`src/sv/egcd_pkg.sv`:
```
`timescale 1ns / 1ps
// ----------------------------------------------------------------------------
// egcd_pkg
// Shared widths, types and sequencer states for the extended gcd block.
// ----------------------------------------------------------------------------
package egcd_pkg;

  localparam int unsigned WIDTH = 64;
  localparam int unsigned CNT_W = $clog2(WIDTH);

  typedef logic [WIDTH-1:0] word_t;
  typedef logic [CNT_W-1:0] cnt_t;

  // Operands handed to the shared divide unit on start
  typedef struct packed {
    word_t dividend;
    word_t divisor;
    word_t multiplier;
  } div_op_t;

  // Results of the divide unit, valid while done is high
  typedef struct packed {
    logic  done;
    logic  busy;
    word_t quotient;
    word_t remainder;
    word_t product;
  } div_res_t;

  typedef enum logic [2:0] {
    ST_IDLE,
    ST_CHECK,
    ST_DIV,
    ST_END,
    ST_FDIV,
    ST_FINISH
  } egcd_state_e;

endpackage

```
`src/sv/egcd_req_if.sv`:
```
`timescale 1ns / 1ps
// ----------------------------------------------------------------------------
// egcd_req_if
// Request channel: the operand pair with a valid/ready handshake.
// ----------------------------------------------------------------------------
interface egcd_req_if import egcd_pkg::*; ();
  logic  valid;
  logic  ready;
  word_t operand_a;
  word_t operand_b;

  modport source (output valid, output operand_a, output operand_b, input ready);
  modport sink   (input valid, input operand_a, input operand_b, output ready);
endinterface

```
`src/sv/egcd_rsp_if.sv`:
```
`timescale 1ns / 1ps
// ----------------------------------------------------------------------------
// egcd_rsp_if
// Result channel: gcd and cofactor with a valid/ready handshake.
// ----------------------------------------------------------------------------
interface egcd_rsp_if import egcd_pkg::*; ();
  logic  valid;
  logic  ready;
  word_t divisor;
  word_t cofactor;

  modport source (output valid, output divisor, output cofactor, input ready);
  modport sink   (input valid, input divisor, input cofactor, output ready);
endinterface

```
`src/sv/egcd_div.sv`:
```
`timescale 1ns / 1ps
// ----------------------------------------------------------------------------
// egcd_div
// Shared restoring divider, one quotient bit per cycle. Alongside it a
// Horner accumulator builds quotient * multiplier from the same bits.
// ----------------------------------------------------------------------------
module egcd_div import egcd_pkg::*; (
  input  logic    clk_i,
  input  logic    rst_ni,
  input  logic    start_i,
  input  div_op_t op_i,
  output div_res_t res_o
);

  logic  busy_q, busy_d;
  logic  done_q, done_d;
  cnt_t  cnt_q, cnt_d;
  word_t dvd_q, dvd_d;
  word_t dsr_q, dsr_d;
  word_t mul_q, mul_d;
  word_t rem_q, rem_d;
  word_t acc_q, acc_d;

  logic [WIDTH:0] rem_sh;
  logic [WIDTH:0] rem_sub;
  logic           ge;

  assign rem_sh  = {rem_q, dvd_q[WIDTH-1]};
  assign rem_sub = rem_sh - {1'b0, dsr_q};
  assign ge      = ~rem_sub[WIDTH];

  always_comb begin
    busy_d = busy_q;
    done_d = 1'b0;
    cnt_d  = cnt_q;
    dvd_d  = dvd_q;
    dsr_d  = dsr_q;
    mul_d  = mul_q;
    rem_d  = rem_q;
    acc_d  = acc_q;
    if (start_i) begin
      busy_d = 1'b1;
      cnt_d  = cnt_t'(WIDTH - 1);
      dvd_d  = op_i.dividend;
      dsr_d  = op_i.divisor;
      mul_d  = op_i.multiplier;
      rem_d  = '0;
      acc_d  = '0;
    end else if (busy_q) begin
      // quotient bits shift in where the dividend bits leave
      dvd_d = {dvd_q[WIDTH-2:0], ge};
      rem_d = ge ? rem_sub[WIDTH-1:0] : rem_sh[WIDTH-1:0];
      acc_d = {acc_q[WIDTH-2:0], 1'b0} + (ge ? mul_q : '0);
      cnt_d = cnt_q - 1'b1;
      if (cnt_q == '0) begin
        busy_d = 1'b0;
        done_d = 1'b1;
      end
    end
  end

  always_ff @(posedge clk_i or negedge rst_ni) begin
    if (!rst_ni) begin
      busy_q <= 1'b0;
      done_q <= 1'b0;
      cnt_q  <= '0;
    end else begin
      busy_q <= busy_d;
      done_q <= done_d;
      cnt_q  <= cnt_d;
    end
  end

  always_ff @(posedge clk_i) begin
    dvd_q <= dvd_d;
    dsr_q <= dsr_d;
    mul_q <= mul_d;
    rem_q <= rem_d;
    acc_q <= acc_d;
  end

  assign res_o.done      = done_q;
  assign res_o.busy      = busy_q;
  assign res_o.quotient  = dvd_q;
  assign res_o.remainder = rem_q;
  assign res_o.product   = acc_q;

  a_rem_below_dsr: assert property (@(posedge clk_i) disable iff (!rst_ni)
    done_q && (dsr_q != '0) |-> rem_q < dsr_q)
    else $error("remainder not below divisor");

  a_last_bit_ends: assert property (@(posedge clk_i) disable iff (!rst_ni)
    busy_q && (cnt_q == '0) && !start_i |=> !busy_q && done_q)
    else $error("divider did not finish after last bit");

  a_done_pulse: assert property (@(posedge clk_i) disable iff (!rst_ni)
    done_q |-> !busy_q || $past(start_i))
    else $error("done raised while divider still busy");

endmodule

```
`src/sv/extended_gcd_modular_inverse.sv`:
```
`timescale 1ns / 1ps
// Zero modulus or equal operands skip the Euclid loop and go straight to ST_FINISH.
// General case: n Euclid steps, each one division on the shared unit,
//   n up to 93 at WIDTH = 64; a final b / gcd division may follow.
// Throughput: one request at a time; the shared bit-serial divider sets the rate.
// Reset: asynchronous, active low; clears the sequencer and the result valid.
// ----------------------------------------------------------------------------
// extended_gcd_modular_inverse
// Extended Euclid on one shared divide/multiply-accumulate unit: gives the
// gcd of the operands and the cofactor x with x * a = gcd mod b.
// ----------------------------------------------------------------------------
module extended_gcd_modular_inverse import egcd_pkg::*; (
  input  logic       clk_i,
  input  logic       rst_ni,
  egcd_req_if.sink   req_i,
  egcd_rsp_if.source rsp_o
);

  egcd_state_e state_q, state_d;
  word_t       rp_q, rp_d;
  word_t       rc_q, rc_d;
  word_t       up_q, up_d;
  word_t       uc_q, uc_d;
  word_t       b_q, b_d;
  logic        par_q, par_d;

  logic        out_valid_q, out_valid_d;
  word_t       out_div_q, out_cof_q;
  logic        load;

  logic        div_start;
  div_op_t     div_op;
  div_res_t    div_res;

  egcd_div u_div (
    .clk_i   (clk_i),
    .rst_ni  (rst_ni),
    .start_i (div_start),
    .op_i    (div_op),
    .res_o   (div_res)
  );

  assign req_i.ready = (state_q == ST_IDLE);
  assign load        = (state_q == ST_FINISH) && (!out_valid_q || rsp_o.ready);

  always_comb begin
    state_d   = state_q;
    rp_d      = rp_q;
    rc_d      = rc_q;
    up_d      = up_q;
    uc_d      = uc_q;
    b_d       = b_q;
    par_d     = par_q;
    div_start = 1'b0;
    div_op.dividend   = rp_q;
    div_op.divisor    = rc_q;
    div_op.multiplier = uc_q;
    case (state_q)
      ST_IDLE: begin
        if (req_i.valid) begin
          b_d   = req_i.operand_b;
          rp_d  = req_i.operand_b;
          rc_d  = req_i.operand_a;
          up_d  = '0;
          uc_d  = word_t'(1);
          par_d = 1'b0;
          if (req_i.operand_b == '0) begin
            rp_d    = req_i.operand_a;
            up_d    = word_t'(1);
            state_d = ST_FINISH;
          end else if (req_i.operand_a == req_i.operand_b) begin
            rp_d    = req_i.operand_a;
            state_d = ST_FINISH;
          end else begin
            state_d = ST_CHECK;
          end
        end
      end
      ST_CHECK: begin
        if (rc_q == '0) begin
          state_d = ST_END;
        end else begin
          div_start = 1'b1;
          state_d   = ST_DIV;
        end
      end
      ST_DIV: begin
        if (div_res.done) begin
          // advance the remainder and cofactor pairs
          rp_d    = rc_q;
          rc_d    = div_res.remainder;
          up_d    = uc_q;
          uc_d    = up_q + div_res.product;
          par_d   = ~par_q;
          state_d = ST_CHECK;
        end
      end
      ST_END: begin
        if (!par_q && (up_q != '0)) begin
          div_op.dividend   = b_q;
          div_op.divisor    = rp_q;
          div_op.multiplier = '0;
          div_start         = 1'b1;
          state_d           = ST_FDIV;
        end else begin
          state_d = ST_FINISH;
        end
      end
      ST_FDIV: begin
        if (div_res.done) begin
          up_d    = div_res.quotient - up_q;
          state_d = ST_FINISH;
        end
      end
      ST_FINISH: begin
        if (load) begin
          state_d = ST_IDLE;
        end
      end
      default: state_d = ST_IDLE;
    endcase
  end

  always_comb begin
    out_valid_d = out_valid_q;
    if (load) begin
      out_valid_d = 1'b1;
    end else if (rsp_o.ready) begin
      out_valid_d = 1'b0;
    end
  end

  always_ff @(posedge clk_i or negedge rst_ni) begin
    if (!rst_ni) begin
      state_q     <= ST_IDLE;
      par_q       <= 1'b0;
      out_valid_q <= 1'b0;
    end else begin
      state_q     <= state_d;
      par_q       <= par_d;
      out_valid_q <= out_valid_d;
    end
  end

  always_ff @(posedge clk_i) begin
    rp_q <= rp_d;
    rc_q <= rc_d;
    up_q <= up_d;
    uc_q <= uc_d;
    b_q  <= b_d;
    if (load) begin
      out_div_q <= rp_q;
      out_cof_q <= up_q;
    end
  end

  assign rsp_o.valid    = out_valid_q;
  assign rsp_o.divisor  = out_div_q;
  assign rsp_o.cofactor = out_cof_q;

  a_start_when_free: assert property (@(posedge clk_i) disable iff (!rst_ni)
    div_start |-> !div_res.busy)
    else $error("divider started while busy");

  a_div_state_active: assert property (@(posedge clk_i) disable iff (!rst_ni)
    (state_q == ST_DIV || state_q == ST_FDIV) |-> div_res.busy || div_res.done)
    else $error("waiting on an idle divider");

  a_zero_gcd_cofactor: assert property (@(posedge clk_i) disable iff (!rst_ni)
    out_valid_q && (out_div_q == '0) |-> out_cof_q == word_t'(1))
    else $error("zero gcd must come with cofactor one");

endmodule
```
`src/flat_wrapper.sv`:
```
// flat-port wrapper written by rule: the top's interface ports become plain ports
module extended_gcd_modular_inverse_flat import egcd_pkg::*;
  (clk_i, rst_ni, req_i_valid, req_i_operand_a, req_i_operand_b, req_i_ready, rsp_o_valid, rsp_o_divisor, rsp_o_cofactor, rsp_o_ready);
  egcd_req_if req_i_i ();
  egcd_rsp_if rsp_o_i ();
  input  logic clk_i;
  input  logic rst_ni;
  input wire logic [$bits(req_i_i.valid)-1:0] req_i_valid;
  input wire logic [$bits(req_i_i.operand_a)-1:0] req_i_operand_a;
  input wire logic [$bits(req_i_i.operand_b)-1:0] req_i_operand_b;
  output wire logic [$bits(req_i_i.ready)-1:0] req_i_ready;
  output wire logic [$bits(rsp_o_i.valid)-1:0] rsp_o_valid;
  output wire logic [$bits(rsp_o_i.divisor)-1:0] rsp_o_divisor;
  output wire logic [$bits(rsp_o_i.cofactor)-1:0] rsp_o_cofactor;
  input wire logic [$bits(rsp_o_i.ready)-1:0] rsp_o_ready;
  assign req_i_i.valid = req_i_valid;
  assign req_i_i.operand_a = req_i_operand_a;
  assign req_i_i.operand_b = req_i_operand_b;
  assign req_i_ready = req_i_i.ready;
  assign rsp_o_valid = rsp_o_i.valid;
  assign rsp_o_divisor = rsp_o_i.divisor;
  assign rsp_o_cofactor = rsp_o_i.cofactor;
  assign rsp_o_i.ready = rsp_o_ready;
  extended_gcd_modular_inverse u_core (.clk_i(clk_i), .rst_ni(rst_ni), .req_i(req_i_i), .rsp_o(rsp_o_i));
endmodule
```
`config.mk`:
```
export PLATFORM = sky130hd
export DESIGN_NAME = extended_gcd_modular_inverse_flat
export DESIGN_NICKNAME = d
export VERILOG_FILES = /design/src/sv/egcd_pkg.sv /design/src/sv/egcd_req_if.sv /design/src/sv/egcd_rsp_if.sv /design/src/sv/egcd_div.sv /design/src/sv/extended_gcd_modular_inverse.sv /design/src/flat_wrapper.sv
export SDC_FILE = /design/constraint.sdc
export NUM_CORES = 2
export LEC_CHECK = 0
export BUFFER_PORTS_ARGS = -buffer_cell sky130_fd_sc_hd__buf_2
export CAP_MARGIN = 20
export CORE_ASPECT_RATIO = 1.4
export CORE_MARGIN = 5
export CORE_UTILIZATION = 69
export CTS_BUF_LIST = sky130_fd_sc_hd__clkbuf_4
export DETAILED_ROUTE_END_ITERATION = 6
export GPL_TIMING_DRIVEN = 0
export PLACE_DENSITY = 0.89
export SLEW_MARGIN = 5
export SYNTH_ARGS = -nofsm -noshare
export SYNTH_HDL_FRONTEND = slang
export SYNTH_SLANG_ARGS = --single-unit
export TNS_END_PERCENT = 20
```
`constraint.sdc`:
```
create_clock -name clk_i -period 11 [get_ports clk_i]
set_input_delay 1.1 -clock clk_i [delete_from_list [all_inputs] [get_ports clk_i]]
set_output_delay 1.1 -clock clk_i [all_outputs]
set_load 0.1 [all_outputs]
```
; ---- After elaboration in Yosys (flattened, before gate mapping)
; Cells that the tools add are included.
[word_totals]
ff_bits = 781
input_bits = 132
output_inout_bits = 130
word_cells = 100
[classes]
addsub = 5
n_eq_ne = 10
n_mux = 47
bitwise = 2
n_reduce_logical = 18
[op_table]
columns = operator, n
row1 = 64-bit two-way mux, 15
row2 = 192-bit two-way mux, 2
row3 = 64-bit one-hot mux with 2 select lines, 3
row4 = 64-bit one-hot mux with 3 select lines, 1
row5 = 64-bit adder, 2
row6 = 64-bit zero test, 2
row7 = 65-bit by 64-bit subtractor with 65-bit output, 1
row8 = 64-bit == test, 1
row9 = 64-bit nonzero test, 1
row10 = 64-bit subtractor, 1
row11 = 3-bit two-way mux, 6
row12 = 3-bit one-hot mux with 6 select lines, 1
row13 = 1-bit two-way mux, 15
row14 = 6-bit two-way mux, 2
row15 = 4-bit AND reduction, 2
row16 = 3-bit by 2-bit == test with 1-bit output (second input constant), 2
row17 = 3-bit == test (second input constant), 2
row18 = 6-bit zero test, 1
row19 = 2-bit inequality test (second input constant), 3
row20 = 2-bit nonzero test, 3
row21 = 6-bit by 1-bit subtractor with 6-bit output (second input constant), 1
row22 = 1-bit one-hot mux with 2 select lines, 2
row23 = 3-bit by 1-bit == test with 1-bit output (second input constant), 1
row24 = 3-bit zero test, 1
row25 = other kinds (8), 11

; ---- Depth between registers and ports, before layout
[depth]
ltp_word = 5
ltp_mapped = 29
ltp_nobuf = 27

; ---- Hierarchy
; Synthesis repeated with hierarchy kept, for this count alone.
[unflattened]
hier_cells = 4754
area_unflattened_um2 = 47594.4
[modules_own_cells]
columns = mod, instances, cells_per_inst, area_per_inst_um2, seq_area_each_um2
row1 = extended_gcd_modular_inverse, 1, 2676, 27636.5, 13578.0
row2 = egcd_div, 1, 2078, 19957.9, 8528.2

; ---- Worst setup path after synthesis
; No wires, ideal clock.
[synth_timing]
path_kind = register -> register
start = reg u_core.state_q[2]
end = reg u_core.par_q
setup_time_ps = 343
t_arrival_ps = 8655
required_time_ps = 10657
slack_ps = 2002
path_stages_with_launch = 6
path_buffers = 1
synth_period_minus_slack_ps = 8998
cell_sequence = dfrtp_1 > clkbuf_1 > nor3_1 > and2_1 > a21o_1 > o21ai_0
[synth_via]
elab_chain_len = 3
elab_cells_between_ends = 7
classes_between = 3 x eq/ne / 1 x mux / 3 x reduce/logical
[synth_rtl]
columns = element, line
row1 = start: declaration, extended_gcd_modular_inverse.sv:19  ; egcd_state_e state_q, state_d;
row2 = start signal: assignment, extended_gcd_modular_inverse.sv:139  ; state_q <= state_d;
row3 = 3-bit zero test *, -
row4 = via req_i_ready, flat_wrapper.sv:11  ; output wire logic [$bits(req_i_i.ready)-1:0] req_i_ready;
row5 = 2-bit inequality test (no line) / 2-bit nonzero test (equally long branches), -
row6 = 3-bit AND reduction (no line), -
row7 = end signal: assignment, extended_gcd_modular_inverse.sv:140  ; par_q <= par_d;
row8 = end: declaration, extended_gcd_modular_inverse.sv:25  ; logic par_q, par_d;
; The timed path passes the listed nets; every way through them passes the cells marked *.
; A chain may end at the register's enable or synchronous reset.

; ---- Final worst setup path
[layout_timing]
start = reg u_core.u_div.dvd_q[63]
end = reg u_core.u_div.acc_q[59]
[layout_via]
elab_chain_len = 3
[layout_rtl]
columns = element, line
row1 = start: declaration, egcd_div.sv:18  ; word_t dvd_q, dvd_d;
row2 = start signal: assignment, egcd_div.sv:75  ; dvd_q <= dvd_d;
row3 = 65-bit by 64-bit subtractor with 65-bit output, egcd_div.sv:29  ; assign rem_sub = rem_sh - {1'b0, dsr_q};
row4 = 64-bit two-way mux, egcd_div.sv:53  ; acc_d = {acc_q[WIDTH-2:0], 1'b0} + (ge ? mul_q : '0);
row5 = 64-bit adder, egcd_div.sv:53
row6 = end signal: assignment, egcd_div.sv:79  ; acc_q <= acc_d;
row7 = end: declaration, egcd_div.sv:22  ; word_t acc_q, acc_d;
; No other way between the ends.

==> out/metrics.cfg <==
[clocking]
ctsResizeCount = 0
holdBufCountCts = 1
postCtsSetupBuffers = 0
cts_sinks = 781
cts_root_buf = clkbuf_4
clk_pin_slew_worst_paths_ps = 70
htreeDepth = 4
tritoncts = yes
cts_buffer_depth = 3
worstSkewPairLatency_ps = 1120
cts-buffers-inserted = 184

[sta]
finalHoldViolCount = 0
tns_ps = 0
finalSetupViolCount = 0
tightest_slew_ps = 1250
fin_crit_ps = 9370
fmax_mhz = 107
maxSlewViolCount = 0
timing.final.crit_share = 0.852
rsz0062_at_grt = no
relSlewSlack = 0.166
finalClockSkew_ps = 74.1
setup_ws_ps = 1630

[synthesis]
synth_edf_count = 640
ys.flop_type = edfxtp_1
yosys-top-cells-area = edfxtp_1, ha_1, dfxtp_1, nand2_1, mux2i_1
syn_area_per_cell_um2 = 10.1
synth_seq_cells = 781
syn_area_um2 = 46200
synth_top_area_cell = edfxtp_1
syn_nets = 4980
synth_top_cells_by_count = edfxtp_1, nand2_1, o21ai_0
yosysMostFrequentCell = edfxtp_1
yosysSeqAreaShare = 0.479
async_flop_share = 0.0166
synth_cell_type_count = 92
ys_warn_count = 0
synthCells = 4590
synth_top_area_frac = 0.416

[setup_path]
cp-start-kind = flip-flop
worstPathArrival_ps = 10350
crit_type = flip-flop to flip-flop
end_kind = flip-flop
critPathTopFamily = compound AO/OA/AOI/OAI gates
cp_slowest_cell = o31ai_1
worstReg2RegStart = u_core.u_div.dvd_q[63]$_DFFE_PP_
crit_start = u_core.u_div.dvd_q[63]$_DFFE_PP_
crit_path_max_fanout = 10
worstPathRequired_ps = 11980
crit_buf_inv = 3
cpPeakStageDelay_ps = 640

[run_status]
status = complete, but fails checks
violations = design-rule violations

[floorplanning]
die_y_um = 316
rows = 112
initial_core_util = 0.694
num_io_pins = 262
die_x_um = 229
dieArea_um2 = 72300
core_um2 = 66600

[drt]
drtPass1Iterations = 7
num_vias = 39888
drt-initial-drc-count = 4729
ant_nets = 0
finalWirelength_um = 157000
wl_per_cell_um = 25.9
drcViolationCount = 15
via_per_inst = 6.56

[global_route]
met1_usage = 0.494
antenna_found_initial = 13
grt_start_max_net_pins = 65
grt_pass1_vias = 38722
busiest_layer = met2
globalRoute.totalOverflow = 0
grt_first_pass_wirelength_um = 231000
grtUsageTotal = 0.423
globalRouteMet3Util = 0.0867
grtUsageMet2 = 0.705

[pwr]
ir_drop_v = 0.0000993
pwr_density_cell_nw_per_um2 = 112
total_power_mw = 5.77
p_leak_nw = 21.1

[placement]
numPortBuffers = 261
dp_cells = 5723
dp_hpwl_um = 120000
gp_congestion = 1.05
post-place-ws_ps = 1870

[worst_hold_path]
hp-start = req_i_operand_b[4]
worst_hold_path_type = input pin to flip-flop

[run]
maxCapViolations = 0

[finish]
num-fill-cells = 4534
fin_nets = 5446
drive_above_1_share = 0.136
stdcell_count = 6080
area_growth_pct = 11.4

==> state kept, by name, summed over array words and instances (netlist names) <==
signal                 count
u_core.uc_q               64
u_core.u_div.rem_q        64
u_core.u_div.cnt_q         6
u_core.rsp_o.divisor      64
u_core.u_div.dsr_q        64
u_core.b_q                64
u_core.u_div.dvd_q        64
u_core.rc_q               64
u_core.rsp_o.cofactor     64
u_core.rp_q               64
u_core.u_div.acc_q        64
u_core.u_div.done_q        1
u_core.u_div.busy_q        1
u_core.up_q               64
u_core.par_q               1
u_core.u_div.mul_q        64
u_core.state_q             3
u_core.rsp_o.valid         1
==> placed cells by master (no fill, tap or decap), types with 27 or more instances in the layout <==
cell type | netlist | routed
a211oi_1 | 32 | 32
a21o_1 | 163 | 162
a21oi_1 | 315 | 315
a22oi_1 | 67 | 67
a31oi_1 | 37 | 37
and2_1 | 77 | 76
and3_1 | 27 | 27
buf_2 | 9 | 271
clkbuf_1 | 177 | 176
clkbuf_4 | 0 | 272
clkinv_1 | 2 | 46
dfxtp_1 | 128 | 128
edfxtp_1 | 640 | 640
ha_1 | 254 | 254
inv_1 | 193 | 192
mux2_2 | 64 | 64
mux2i_1 | 172 | 172
nand2_1 | 630 | 630
nand2b_1 | 31 | 31
nand3_1 | 54 | 54
nand4_1 | 66 | 66
nor2_1 | 255 | 253
nor2b_1 | 102 | 102
nor3_1 | 39 | 39
nor4_1 | 83 | 77
o21a_1 | 27 | 27
o21ai_0 | 322 | 322
o21bai_1 | 49 | 49
xnor2_1 | 132 | 132
xor2_1 | 161 | 161
==> cell type report <==
| cell class | count | area [um^2] | area share |
|---|---|---|---|
| diodes | 16 | 40.0 | 0.000778 |
| plain buffers | 221 | 957 | 0.0186 |
| clock buffers | 270 | 2030 | 0.0394 |
| clock inverters | 69 | 408 | 0.00792 |
| inverters | 196 | 736 | 0.0143 |
| multi-input cells | 3392 | 22500 | 0.436 |
| flip-flops and latches | 781 | 22100 | 0.429 |
| well taps | 855 | 1070 | 0.0208 |
| repair buffers | 280 | 1670 | 0.0325 |
==> worst register-to-register path: cells and delay by family, from the launching register on <==
| kind | cells | cell delay [ps] |
|---|---|---|
| DFF | 1 | 490 |
| xor gates and xnor gates | 1 | 140 |
| and+or+nand+nor | 4 | 950 |
| AOI/OAI and AO/OA | 16 | 5440 |
| adders and majority gates | 4 | 1350 |
| buffers and inverters | 3 | 730 |
| muxes | 1 | 140 |
==> through the flow <==
stage                     utilization  cell area, um^2  hold WS, ps
after floorplan                     -            46200          445
after global placement          0.730            48600          468
final                           0.773            51500          225
after detailed placement        0.736            49000          475
after CTS                       0.772            51400          167
after global routing            0.773            51500          186
==> path summary, 6_finish.rpt <==
kind,cells past startpoint,end,slack [ps]
max,29,u_core.u_div.acc_q[59]$_SDFFE_PP0P_,1630
min,1,u_core.b_q[4]$_DFFE_PP_,230
max reg2reg,29,u_core.u_div.acc_q[59]$_SDFFE_PP0P_,1630
min reg2reg,2,u_core.u_div.acc_q[63]$_SDFFE_PP0P_,490
max in group asynchronous,2,u_core.rsp_o.valid$_DFFE_PN0P_,10210
min in group asynchronous,2,u_core.state_q[1]$_DFFE_PN0P_,500
==> cells by family (layout without fill, tap and decap cells) <==
logic type | Yosys count | in the layout | share of synthesized area
buf+inv | 417 | 1036 | 0.0366
other cells | 0 | 16 | 0
flops | 781 | 781 | 0.479
mux | 236 | 236 | 0.0529
fa+ha+maj | 258 | 258 | 0.0705
xor+xnor | 294 | 294 | 0.0562
compound gates | 1191 | 1191 | 0.162
simple gates | 1413 | 1413 | 0.143
==> metal layers <==
metal / wire [um] / vias up / part of all wire
met1: 54300 / 18723 / 0.35
met4: 13100 / 6 / 0.083
met5: 36 / - / 0.00023
li1: - / 17891 / -
met3: 15900 / 631 / 0.10
met2: 74100 / 2637 / 0.47
==> where the power goes <==
| group | total, mW | switching, mW | internal (mW) |
|---|---|---|---|
| combinational | 0.141 | 0.100 | 0.0401 |
| sequential | 3.16 | 0.0000000000000000132 | 3.16 |
| clock | 2.47 | 1.25 | 1.21 |
Power figures use the tool's default switching activity.
